<file path="config.mk">
export PLATFORM = sky130hd
export DESIGN_NAME = cob_ctrl
export DESIGN_NICKNAME = d
export VERILOG_FILES = /design/src/cob_pkg.sv /design/src/cob_ctrl.sv
export SDC_FILE = /design/constraint.sdc
export NUM_CORES = 1
export LEC_CHECK = 0
export BUFFER_PORTS_ARGS = -buffer_cell sky130_fd_sc_hd__clkbuf_2
export CAP_MARGIN = 15
export CORE_AREA = 2 2 39 41
export DETAILED_ROUTE_END_ITERATION = 8
export DIE_AREA = 0 0 41 43
export PLACE_DENSITY_LB_ADDON = 0.1
export RECOVER_POWER = 100
export SLEW_MARGIN = 10
export SYNTH_ARGS = -nofsm -noshare
export SYNTH_HDL_FRONTEND = slang
export SYNTH_SLANG_ARGS = --single-unit
</file>
<file path="constraint.sdc">
create_clock -name clk -period 5.3 [get_ports clk]
set_input_delay 0.795 -clock clk [delete_from_list [all_inputs] [get_ports clk]]
set_output_delay 0.795 -clock clk [all_outputs]
set_load 0.02 [all_outputs]
</file>
<file path="src/cob_pkg.sv">
// ----------------------------------------------------------------------------
// cob_pkg
// Shared types and codes for the clipped OR-blitter: command codes, register
// indexes, datapath operations and the controller/datapath handshake structs.
// ----------------------------------------------------------------------------
package cob_pkg;

    // Internal signed width for corner and size arithmetic during clipping
    localparam int CW = 12;

    typedef enum logic [1:0] {
        CMD_LOAD_SRC = 2'd0,
        CMD_LOAD_DST = 2'd1,
        CMD_READ     = 2'd2,
        CMD_BLIT     = 2'd3
    } cmd_code_t;

    typedef enum logic [1:0] {
        CFG_SRC_W = 2'd0,
        CFG_SRC_H = 2'd1,
        CFG_DST_W = 2'd2,
        CFG_DST_H = 2'd3
    } cfg_idx_t;

    typedef enum logic [3:0] {
        DP_NOP,
        DP_CLEAR,
        DP_CAPTURE,
        DP_ACCESS,
        DP_CLIP_SRC,
        DP_CLIP_DST,
        DP_LIM_SRC,
        DP_LIM_DST,
        DP_SETUP,
        DP_WALK,
        DP_RESULT
    } dp_op_t;

    typedef struct packed {
        dp_op_t op;
    } dp_cmd_t;

    typedef struct packed {
        logic clear_last;
        logic new_blit;
        logic rect_empty;
        logic walk_last;
        logic out_free;
    } dp_status_t;

endpackage

</file>
<file path="src/cob_ctrl.sv">
// ----------------------------------------------------------------------------
// cob_ctrl
// Sequencer for the blitter: clearing pass after reset, single-pixel accesses,
// the four clipping steps, the rectangle walk and the result hand-off.
// ----------------------------------------------------------------------------
module cob_ctrl (
    input  logic                clk,
    input  logic                rst_n,
    input  logic                item_valid,
    output logic                item_stall,
    output cob_pkg::dp_cmd_t    cmd,
    input  cob_pkg::dp_status_t status
);
    import cob_pkg::*;

    typedef enum logic [9:0] {
        ST_CLEAR    = 10'b00_0000_0001,
        ST_IDLE     = 10'b00_0000_0010,
        ST_ACCESS   = 10'b00_0000_0100,
        ST_CLIP_SRC = 10'b00_0000_1000,
        ST_CLIP_DST = 10'b00_0001_0000,
        ST_LIM_SRC  = 10'b00_0010_0000,
        ST_LIM_DST  = 10'b00_0100_0000,
        ST_SETUP    = 10'b00_1000_0000,
        ST_WALK     = 10'b01_0000_0000,
        ST_RESULT   = 10'b10_0000_0000
    } state_t;

    state_t state_reg;
    state_t state_next;

    always_comb
    begin
        state_next = state_reg;
        cmd.op     = DP_NOP;
        unique case (state_reg)
            ST_CLEAR:
            begin
                cmd.op = DP_CLEAR;
                if (status.clear_last)
                begin
                    state_next = ST_IDLE;
                end
            end
            ST_IDLE:
            begin
                if (item_valid)
                begin
                    cmd.op     = DP_CAPTURE;
                    state_next = status.new_blit ? ST_CLIP_SRC : ST_ACCESS;
                end
            end
            ST_ACCESS:
            begin
                cmd.op     = DP_ACCESS;
                state_next = ST_RESULT;
            end
            ST_CLIP_SRC:
            begin
                cmd.op     = DP_CLIP_SRC;
                state_next = ST_CLIP_DST;
            end
            ST_CLIP_DST:
            begin
                cmd.op     = DP_CLIP_DST;
                state_next = ST_LIM_SRC;
            end
            ST_LIM_SRC:
            begin
                cmd.op     = DP_LIM_SRC;
                state_next = ST_LIM_DST;
            end
            ST_LIM_DST:
            begin
                cmd.op     = DP_LIM_DST;
                state_next = ST_SETUP;
            end
            ST_SETUP:
            begin
                cmd.op     = DP_SETUP;
                state_next = status.rect_empty ? ST_RESULT : ST_WALK;
            end
            ST_WALK:
            begin
                cmd.op = DP_WALK;
                if (status.walk_last)
                begin
                    state_next = ST_RESULT;
                end
            end
            ST_RESULT:
            begin
                // hold until the output register can take the item
                if (status.out_free)
                begin
                    cmd.op     = DP_RESULT;
                    state_next = ST_IDLE;
                end
            end
            default:
            begin
                state_next = ST_IDLE;
            end
        endcase
    end

    always_ff @(posedge clk or negedge rst_n)
    begin
        if (!rst_n)
        begin
            state_reg <= ST_CLEAR;
        end
        else
        begin
            state_reg <= state_next;
        end
    end

    assign item_stall = (state_reg != ST_IDLE);

    a_clear_once: assert property (@(posedge clk) disable iff (!rst_n)
        (state_reg != ST_CLEAR) |=> (state_reg != ST_CLEAR))
        else $error("clearing pass re-entered");

    a_result_hold: assert property (@(posedge clk) disable iff (!rst_n)
        (state_reg == ST_RESULT && !status.out_free) |=> (state_reg == ST_RESULT))
        else $error("result dropped while output register busy");

    a_walk_exit: assert property (@(posedge clk) disable iff (!rst_n)
        (cmd.op == DP_WALK) |=> (state_reg == ST_WALK || state_reg == ST_RESULT))
        else $error("walk left to an unexpected state");

endmodule

</file>
======== Word level (Yosys, flattened, before mapping) ========
Index checks and enable logic that the tools add are counted.
word-level totals
  bits in registers ....................... 10
  output and inout port bits .............. 5
operators by class
  reductions and logical operators ........ 1
  equality and inequality tests ........... 15
  multiplexer cells ....................... 10
operator list
  cell                                                                      count
  10-bit case mux with 10 select lines                                      1
  10-bit two-way mux                                                        5
  4-bit case mux with 10 select lines                                       1
  10-bit by 1-bit equality test with 1-bit output, second input constant    1
  10-bit equality test, second input constant                               1
  10-bit by 2-bit equality test with 1-bit output, second input constant    1
  10-bit by 3-bit equality test with 1-bit output, second input constant    1
  10-bit by 4-bit equality test with 1-bit output, second input constant    1
  10-bit by 5-bit equality test with 1-bit output, second input constant    1
  10-bit by 6-bit equality test with 1-bit output, second input constant    1
  10-bit by 7-bit equality test with 1-bit output, second input constant    1
  10-bit by 8-bit equality test with 1-bit output, second input constant    1
  10-bit by 9-bit equality test with 1-bit output, second input constant    1
  10-bit by 2-bit inequality test with 1-bit output, second input constant  1
  4-bit two-way mux                                                         2
  2-bit inequality test, second input constant                              4
  4-bit AND reduction                                                       1
  2-bit two-way mux                                                         1

======== Depth between registers and ports, before layout ========
Gate-level depths: netlist of the first run.
  depth in word-level cells ............... 3
  gate-level depth with buffers ........... 5

======== Worst setup path before layout of the first run ========
OpenSTA, ideal clock, no wires.
  kind .................................... register to output
  from .................................... register state_reg[8]
  to ...................................... output port cmd[0] (netlist bit)
  setup slack ............................. 2.817 ns
  arrival ................................. 1.688 ns
  cell stages (with the launch flop) ...... 5
  path through ............................ dfrtp_1 > nor4_4 > nand2b_2 > or3_4 > o311ai_2
RTL lines
  what                    line             source
  start, declared         cob_ctrl.sv:29   state_t state_reg;
  start signal, assigned  cob_ctrl.sv:115  state_reg <= state_next;
  end, declared           cob_ctrl.sv:11   output cob_pkg::dp_cmd_t cmd,

==> results.yml, run 1 <==
clock_network:
  cts_tree: "yes"
  cts_resized: 0
  htreeDepth: 1
  cts.sinks: 10
  insertion_delay_ns: 0.26
  ctsHoldBuffers: 0
  post_cts_buffers: 0
  path_clk_slew_ns: 0.06
  cts_buffer_depth: 2
  cts_buffers: 3
  clockRootBuffer: "clkbuf_4"
setup_path:
  crit_path_top_delay_cell: "nor4_1"
  crit_path_end_kind: "output port"
  max_stage_delay_ns: 0.58
  crit_arrival_ns: 2.35
  crit_type: "reg -> out"
  crit_fanout: 7
  start_kind: "flip-flop"
  regToRegSetupSlack_ns: 3.28
  reg2regPathDepth: 4
  path_cells: "nor4_1 > nand2b_2 > or3_1 > o311ai_2 > clkbuf_1"
  critPathRequiredTime_ns: 4.51
  r2r_start: "state_reg[8]"
  worstReg2RegEnd: "state_reg[7]"
sta:
  clock_skew_ns: 0.008961
  max_freq_mhz: 317.8
  finalHoldViolations: 0
  post-route-min-period_ns: 3.147
  max-slew-margin-rel_pct: 59.55
  rsz0062_at_grt: "false"
  setup_viol: 0
  min_period_over_period_pct: 59.37
  report.final.slew_viol_count: 0
  fin_ws_ns: 2.153
  worst_pin_slew_ns: 0.6012
  setup_tns_ns: 0
flow_run:
  cap_violations: 0
routing:
  vias_per_cell: 5.904
  drt_iter0_drc: 12
  dr_total_vias: 614
  wl_um: 1516
  dr.pass1.iters: 4
  drcViolationCount: 0
  drtAntennaViolNets: 0
  wl_per_cell_um: 14.58
layout:
  regArea_um2: 251.5
  multiInputGateArea_um2: 400.4
  fin_nets: 97
  fin_cells: 104
  fill_cells: 137
  drive_above_1_share_pct: 18.18
  largest_reg_flops: 10
  area_growth_pct: 4.819
  diodes: 0
  final_util_pct: 55.06
die:
  die_x_um: 41
  die_h_um: 43
  io_pins: 13
  start_util_pct: 52.53
  num_rows: 14
  die_area_um2: 1763
  coreArea_um2: 1384
place:
  numPortBuffers: 12
  dpl_worst_slack_ns: 2.737
  gp_congestion: 0.8358
  dpl.hpwl_um: 1208
  dp.cells: 100
global_routing:
  grt_first_pass_wirelength_um: 2670
  grt_overflow: 0
  grt_max_degree: 11
  grt_pass1_vias: 615
  antenna_found_initial: 0
  track_usage_pct: 22.22
synth:
  yosys_warnings: 0
  synth_area_leaders: "dfrtp_1 31%, nor4b_2 6.2%, dfstp_2 3.6%"
  synth_cell_types: 39
  yosys.area.top_type_share_pct: 30.98
  synth_top_flop_cell: "dfrtp_1"
  async_reset_ff_share_pct: 100.0
  ys_ff_latch: 10
  yosysMostFrequentCell: "dfrtp_1"
  synthTopCellsByCount: "9 x dfrtp_1, 6 x nand2_1, 5 x nor2_1, 5 x o21ai_0"
  netlist_instances: 76
  syn_area_um2: 726.9
  synth.avg_cell_area_um2: 9.565
  syn_nets: 84
  yosysTopAreaCell: "dfrtp_1"
  synth-edff-count: 0
  ys_seq_area_share_pct: 34.60
power_and_ir_drop:
  peakVddDrop_v: 0.0001801
  p_leak_nw: 0.3171
  power_w: 0.0002942
  pwr_density_cell_nw_per_um2: 386.1
worst_hold_path:
  hp-class: "in -> async"
run_status:
  status: "finished, final reports clean"
## kinds of logic (layout without fill, tap and decap cells)
group                  Yosys count  count (layout)  share of synthesized area (%)
XOR/XNOR                         3               3                          3.615
flip-flops                      10              10                          34.60
AO/OA/AOI/OAI                   16              16                          16.01
AND/OR/NAND/NOR                 40              40                          40.62
buffers and inverters            7              19                          5.163
## worst max-delay path: cells and delay by family, from the launching register on
family / cells / cell delay (ns)
AOI/OAI and AO/OA: 1 / 0.27
and+or+nand+nor: 3 / 1.12
buffers and inverters: 1 / 0.25
DFF: 1 / 0.44
## stage by stage
step	hold slack, ns	cell area, um^2
6_report	0.4781	762.0
5_1_grt	0.5053	762.0
2_1_floorplan	0.4994	726.9
4_1_cts	0.3811	807.0
3_3_place_gp	0.5962	780.7
3_5_place_dp	0.6051	780.7
## cells in the final DEF, fill, tap and decap left out, types with 2 or more instances in the layout
master    count
xnor2_1       2
clkbuf_2      6
nor2b_1       3
o211ai_1      2
nor3b_1       3
nor2_1        6
o21ai_0       6
clkbuf_1      7
nor4b_2       2
nor4b_1       2
nand3_1       3
inv_1         3
or4_1         3
nor3_1        3
clkbuf_4      3
dfrtp_1       9
nand2_1       6
## cell type report
cell class	count	area share (%)
repair buffers	12	6.897
well taps	16	2.627
flip-flops and latches	10	33.00
multi-input cells	59	52.55
clock buffers	4	3.448
inverters	3	1.478
## how the worst max path moves through the flow
stage | start | endpoint | slack [ns] | cells past startpoint
finish | state_reg[8] | cmd[0] | 2.15 | 5
global route | state_reg[8] | cmd[0] | 1.94 | 5
CTS | state_reg[8] | cmd[0] | 2.43 | 5
detailed placement | state_reg[8] | cmd[0] | 2.74 | 5
global placement | state_reg[8] | cmd[0] | 2.76 | 5
floorplan | state_reg[8] | cmd[0] | 2.82 | 4
## where the power goes
part	switching (W)	total, W	internal (W)
logic	0.0000830	0.000135	0.0000521
clock network	0.0000240	0.0000530	0.0000290
registers	0.0000201	0.000106	0.0000861
total	0.000127	0.000294	0.000167
## metal layers
layer	wire length, um	track usage, %	up-vias
li1	-	-	310
met1	713	33.11	275
met2	662	30.63	23
met3	77	2.094	6
met4	63	12.00	0
met5	0	0	-
Note: power is estimated with default switching activity, not from simulation.
==> run 2: changes to the inputs <==
--- a/config.mk
+++ b/config.mk
@@ -5,11 +5,12 @@
 export SDC_FILE = /design/constraint.sdc
 export NUM_CORES = 1
 export LEC_CHECK = 0
+export ABC_AREA = 1
 export BUFFER_PORTS_ARGS = -buffer_cell sky130_fd_sc_hd__clkbuf_2
 export CAP_MARGIN = 15
-export CORE_AREA = 2 2 39 41
+export CORE_MARGIN = 1
+export CORE_UTILIZATION = 47
 export DETAILED_ROUTE_END_ITERATION = 8
-export DIE_AREA = 0 0 41 43
 export PLACE_DENSITY_LB_ADDON = 0.1
 export RECOVER_POWER = 100
 export SLEW_MARGIN = 10
==> constraint.sdc (replaced) <==
create_clock -name clk -period 2.7 [get_ports clk]
set_input_delay 0.405 -clock clk [delete_from_list [all_inputs] [get_ports clk]]
set_output_delay 0.405 -clock clk [all_outputs]
set_load 0.02 [all_outputs]
==> run 2 against run 1 <==
Critical path depth up 3; synthesized cell count is 36% higher; hold slack lost 0.099 ns; critical endpoint is now cmd[1].
==> results.yml, run 2 <==
run_status:
  status: "finished, final reports clean"
layout:
  diodes: 0
  drive_above_1_share_pct: 20.00
  area_growth_pct: 15.16
  fill_cells: 137
  multiInputGateArea_um2: 339.1
  layout_common_cells: "25 x nand2_1, 21 x inv_1, 17 x nor2_1, 10 x nand3_1, 9 x dfrtp_1"
  largest_reg_flops: 10
  final_common_cell: "nand2_1"
  regArea_um2: 251.5
  fin_nets: 129
sta:
  setup_viol: 0
  whs_ns: 0.3791
  max_freq_mhz: 445.5
  clock_skew_ns: 0.0006712
  rsz0062_at_grt: "false"
  finalHoldViolations: 0
  post-route-min-period_ns: 2.244
  worst_pin_slew_ns: 0.5836
  min_period_over_period_pct: 83.13
  setup_tns_ns: 0
  report.final.slew_viol_count: 0
  max-slew-margin-rel_pct: 61.10
routing:
  drt_iter0_drc: 18
  vias_per_cell: 4.696
  dr_total_vias: 634
  dr.pass1.iters: 4
  drcViolationCount: 0
  wl_um: 1450
  wl_per_cell_um: 10.74
  drtAntennaViolNets: 0
global_routing:
  grt_first_pass_wirelength_um: 2311
  grt_util_met3_pct: 8.889
  track_usage_pct: 22.86
  antenna_found_initial: 0
  grt_busiest_layer: "met2"
  grt_overflow: 0
  grt_pass1_vias: 547
  grt_use_met2_pct: 32.14
  grt_max_degree: 11
  use_met1_pct: 29.10
synth:
  synthTopCellsByCount: "24 x nand2_1, 21 x inv_1, 13 x nor2_1, 10 x nand3_1, 9 x dfrtp_1"
  yosys_warnings: 0
  synth-edff-count: 0
  ys_ff_latch: 10
  synth_top_flop_cell: "dfrtp_1"
  syn_area_um2: 693.2
  yosys.area.top_type_share_pct: 32.49
  synth.avg_cell_area_um2: 6.730
  async_reset_ff_share_pct: 100.0
  syn_nets: 111
  yosysTopAreaCell: "dfrtp_1"
  ys_seq_area_share_pct: 36.28
  synth_area_leaders: "dfrtp_1 32%, nand2_1 13%, inv_1 11%"
  netlist_instances: 103
  yosysMostFrequentCell: "nand2_1"
  synth_cell_types: 18
clock_network:
  path_clk_slew_ns: 0.07
  post_cts_buffers: 0
  cts_buffer_depth: 2
  cts_resized: 0
  cts.sinks: 10
  insertion_delay_ns: 0.27
  cts_buffers: 3
  clockRootBuffer: "clkbuf_4"
  ctsHoldBuffers: 1
  htreeDepth: 1
  cts_tree: "yes"
power_and_ir_drop:
  peakVddDrop_v: 0.0004170
  power_w: 0.0007372
  pwr_density_cell_nw_per_um2: 923.5
  p_leak_nw: 0.5127
setup_path:
  reg2regPathDepth: 10
  crit_type: "reg -> out"
  worstReg2RegEnd: "state_reg[1]"
  path_delay_family: "simple AND/OR/NAND/NOR gates"
  crit_path_top_delay_cell: "dfrtp_1"
  path_common_cell: "nand2_1"
  crit_fanout: 3
  path_depth: 8
  critPathRequiredTime_ns: 2.30
  critPathLaunch: "state_reg[8]"
  crit_end: "cmd[1]"
  crit_buf_inv: 2
  max_stage_delay_ns: 0.40
  r2r_start: "state_reg[8]"
  regToRegSetupSlack_ns: 1.17
  start_kind: "flip-flop"
  path_cells: "nor2_1 > nand2_1 > nor2_1 > nand2_1 > nand2_1 > inv_1 > o2111ai_1 > clkbuf_1"
  crit_arrival_ns: 1.84
  crit_path_end_kind: "output port"
die:
  die_h_um: 40.41
  start_util_pct: 51.97
  io_pins: 13
  num_rows: 13
  die_area_um2: 1633
  die_x_um: 40.41
  coreArea_um2: 1334
worst_hold_path:
  hp-class: "in -> reg"
  hold_start: "status[4]"
place:
  numPortBuffers: 12
  dpl.hpwl_um: 1158
  gp_congestion: 0.8157
flow_run:
  cap_violations: 0
-- run 2: cell count changes after synthesis, moves of 3 or more --
cell / change
inv_1: +18
nand2_1: +18
nor2_1: +8
nand3_1: +7
nor2_2: +7
nand2_2: +4
o21ai_0: -4
inv_2: +3
nor2b_1: -3
nor3_1: -3
nor3b_1: -3
nor4b_2: -3
-- run 2: power by group --
part	total [W]	internal [W]	leakage [nW]	switching (W)
combinational	0.000397	0.000130	0.360	0.000267
clock	0.000141	0.0000820	0.0210	0.0000589
sequential	0.000199	0.000176	0.132	0.0000228
-- run 2: worst min-delay path by stage --
stage	cells after the start	slack, ns	end
after floorplan	0	0.11	state_reg[1]
after global placement	1	0.29	state_reg[6]
after detailed placement	1	0.29	state_reg[6]
after CTS	2	0.35	state_reg[8]
after global routing	2	0.37	state_reg[8]
final	4	0.38	state_reg[0]
-- run 2: per-stage QoR --
| step | utilization [%] | worst slack (ns) | cell area (um^2) | instances |
|---|---|---|---|---|
| final | 59.85 | 0.4556 | 798.3 | 135 |
| after global routing | 59.85 | 0.3036 | 798.3 | 135 |
| after CTS | 61.35 | 0.6034 | 818.3 | 135 |
| after detailed placement | 57.88 | 0.9343 | 772.0 | 130 |
| after global placement | 57.88 | 0.9612 | 772.0 | 130 |
| after floorplan | - | 0.9826 | 693.2 | 103 |
-- run 2: layout make-up --
type | instances | share of cell area, %
clock buffer | 4 | 4.545
inverter | 24 | 11.29
sequential | 10 | 31.50
timing repair buffer | 13 | 7.837
multi-input combinational | 69 | 42.48
tap | 15 | 2.351
-- run 2: cell families (layout without fill, tap and decap cells) --
group                  after synthesis  after routing  synth area share (%)
and+or+nand+nor                     66             66                 48.02
buffers and inverters               24             41                 13.00
DFF                                 10             10                 36.28
AOI/OAI and AO/OA                    3              3                 2.706
-- run 2: layer usage --
metal	routed length, um	vias to the layer above	part of all wire (%)
li1	-	342	-
met1	722	277	50
met2	658	13	45
met3	56	2	3.9
met4	12	0	0.83
met5	0	-	0
-- run 2: worst register-to-register path: cells and delay by family (launching register included) --
kind | cells | cell delay, ns
buf+inv | 1 | 0.03
flops | 1 | 0.40
simple gates | 9 | 1.00
==> run 3: changes to the inputs <==
==> constraint.sdc (replaced) <==
create_clock -name clk -period 2 [get_ports clk]
set_input_delay 0.3 -clock clk [delete_from_list [all_inputs] [get_ports clk]]
set_output_delay 0.3 -clock clk [all_outputs]
set_load 0.02 [all_outputs]
==> run 3 against run 2 <==
Flip-flop and latch count unchanged; clock skew up 0.00071 ns; critical path type unchanged; die area unchanged; largest cell class unchanged; largest power group unchanged; non-clock buffer count up 1; cell count up 0.74%; hold slack worse by 0.11 ns; clock power up 30%.
==> results.yml, run 3 (same netlist as run 2, synthesis figures left out) <==
run_status:
  status: "finished, final reports clean"
layout:
  largest_reg_flops: 10
  fin_nets: 130
  final_common_cell: "nand2_1"
  area_growth_pct: 19.13
  diodes: 0
  layout_common_cells: "25 x nand2_1, 21 x inv_1, 14 x nor2_1, 10 x nand3_1, 9 x dfrtp_1"
  drive_above_1_share_pct: 27.27
sta:
  max_freq_mhz: 526.6
  setup_viol: 0
  clock_skew_ns: 0.001386
  post-route-min-period_ns: 1.899
  fin_ws_ns: 0.1010
  finalHoldViolations: 0
  min_period_over_period_pct: 94.95
  setup_tns_ns: 0
  report.final.slew_viol_count: 0
  worst_pin_slew_ns: 0.5639
  max-slew-margin-rel_pct: 62.41
clock_network:
  clockRootBuffer: "clkbuf_4"
  cts_buffers: 3
  cts_buffer_depth: 2
  insertion_delay_ns: 0.26
  path_clk_slew_ns: 0.07
  cts_tree: "yes"
  htreeDepth: 1
  cts.sinks: 10
setup_path:
  worstReg2RegEnd: "state_reg[9]"
  reg2regPathDepth: 10
  crit_path_end_kind: "output port"
  r2r_start: "state_reg[0]"
  path_cells: "nor2_2 > nand2_1 > nor2_2 > nand2_1 > nand2_1 > inv_1 > nand3_1 > buf_2"
  max_stage_delay_ns: 0.40
  crit_arrival_ns: 1.60
  crit_buf_inv: 2
  path_common_cell: "nand2_1"
  crit_path_top_delay_cell: "dfrtp_1"
  critPathLaunch: "state_reg[9]"
  crit_fanout: 3
  path_depth: 8
  crit_type: "reg -> out"
  path_delay_family: "simple AND/OR/NAND/NOR gates"
  regToRegSetupSlack_ns: 0.52
  start_kind: "flip-flop"
  crit_end: "cmd[2]"
  critPathRequiredTime_ns: 1.70
routing:
  wl_per_cell_um: 10.40
  wl_um: 1415
  drtAntennaViolNets: 0
  drt_iter0_drc: 14
  dr.pass1.iters: 5
  dr_total_vias: 641
  drcViolationCount: 0
  vias_per_cell: 4.713
place:
  numPortBuffers: 12
  dpl_worst_slack_ns: 0.3448
  gp_congestion: 0.8221
  dpl.hpwl_um: 1163
die:
  num_rows: 13
  die_area_um2: 1633
  io_pins: 13
  die_x_um: 40.41
  die_h_um: 40.41
  start_util_pct: 51.97
  coreArea_um2: 1334
global_routing:
  grt_first_pass_wirelength_um: 2228
  grt_pass1_vias: 547
  track_usage_pct: 21.51
  antenna_found_initial: 0
  grt_max_degree: 11
  grt_overflow: 0
power_and_ir_drop:
  power_w: 0.001039
  peakVddDrop_v: 0.0005922
  p_leak_nw: 0.5365
  pwr_density_cell_nw_per_um2: 1258
worst_hold_path:
  hp-class: "in -> reg"
flow_run:
  cap_violations: 0
-- run 3: tightest hold or removal path: stages --
cell and delay [ns]:
clkbuf_2 0.07, inv_1 0.03, nand3_1 0.09, inv_1 0.04
-- run 3: where the power goes --
part | internal, W | switching [W]
registers | 0.000238 | 0.0000345
clock network | 0.000111 | 0.0000722
logic | 0.000212 | 0.000371
-- run 3: final cells by class --
class	count	area, um^2
inverter	24	90.09
tap	15	18.77
multi-input combinational	69	351.6
clock buffer	4	36.28
sequential	10	251.5
timing repair buffer	14	77.57
fill	141	508.0
-- run 3: stage by stage --
stage                     cell area, um^2  util, %  instances  hold slack, ns
after floorplan                     693.2        -        103        0.004409
after global placement              772.0    57.88        130          0.1873
after detailed placement            772.0    57.88        130          0.1906
after CTS                           818.3    61.35        135          0.2523
after global routing                825.8    61.91        136          0.2870
final                               825.8    61.91        136          0.2734
-- run 3: what timing repair did --
action	CTS	global route
endpoints found under the setup margin	0	2
hold buffers	1	0
hold endpoints to repair	9	0
setup buffers	0	1
resized for setup	0	4
-- run 3: layer usage --
layer	up-vias	track usage [%]	wire length, um
li1	345	-	-
met1	281	28.52	696
met2	11	32.54	656
met3	4	3.333	44
met4	0	12.50	17
met5	-	0	0
-- run 3: worst min-delay path by stage --
stage,depth (start not counted),slack [ns],from,endpoint
after floorplan,0,0.004,rst_n,state_reg[1]
after global placement,1,0.19,rst_n,state_reg[6]
after detailed placement,1,0.19,rst_n,state_reg[6]
final,4,0.27,status[4],state_reg[0]
after global routing,2,0.29,status[2],state_reg[8]
after CTS,2,0.25,status[2],state_reg[8]
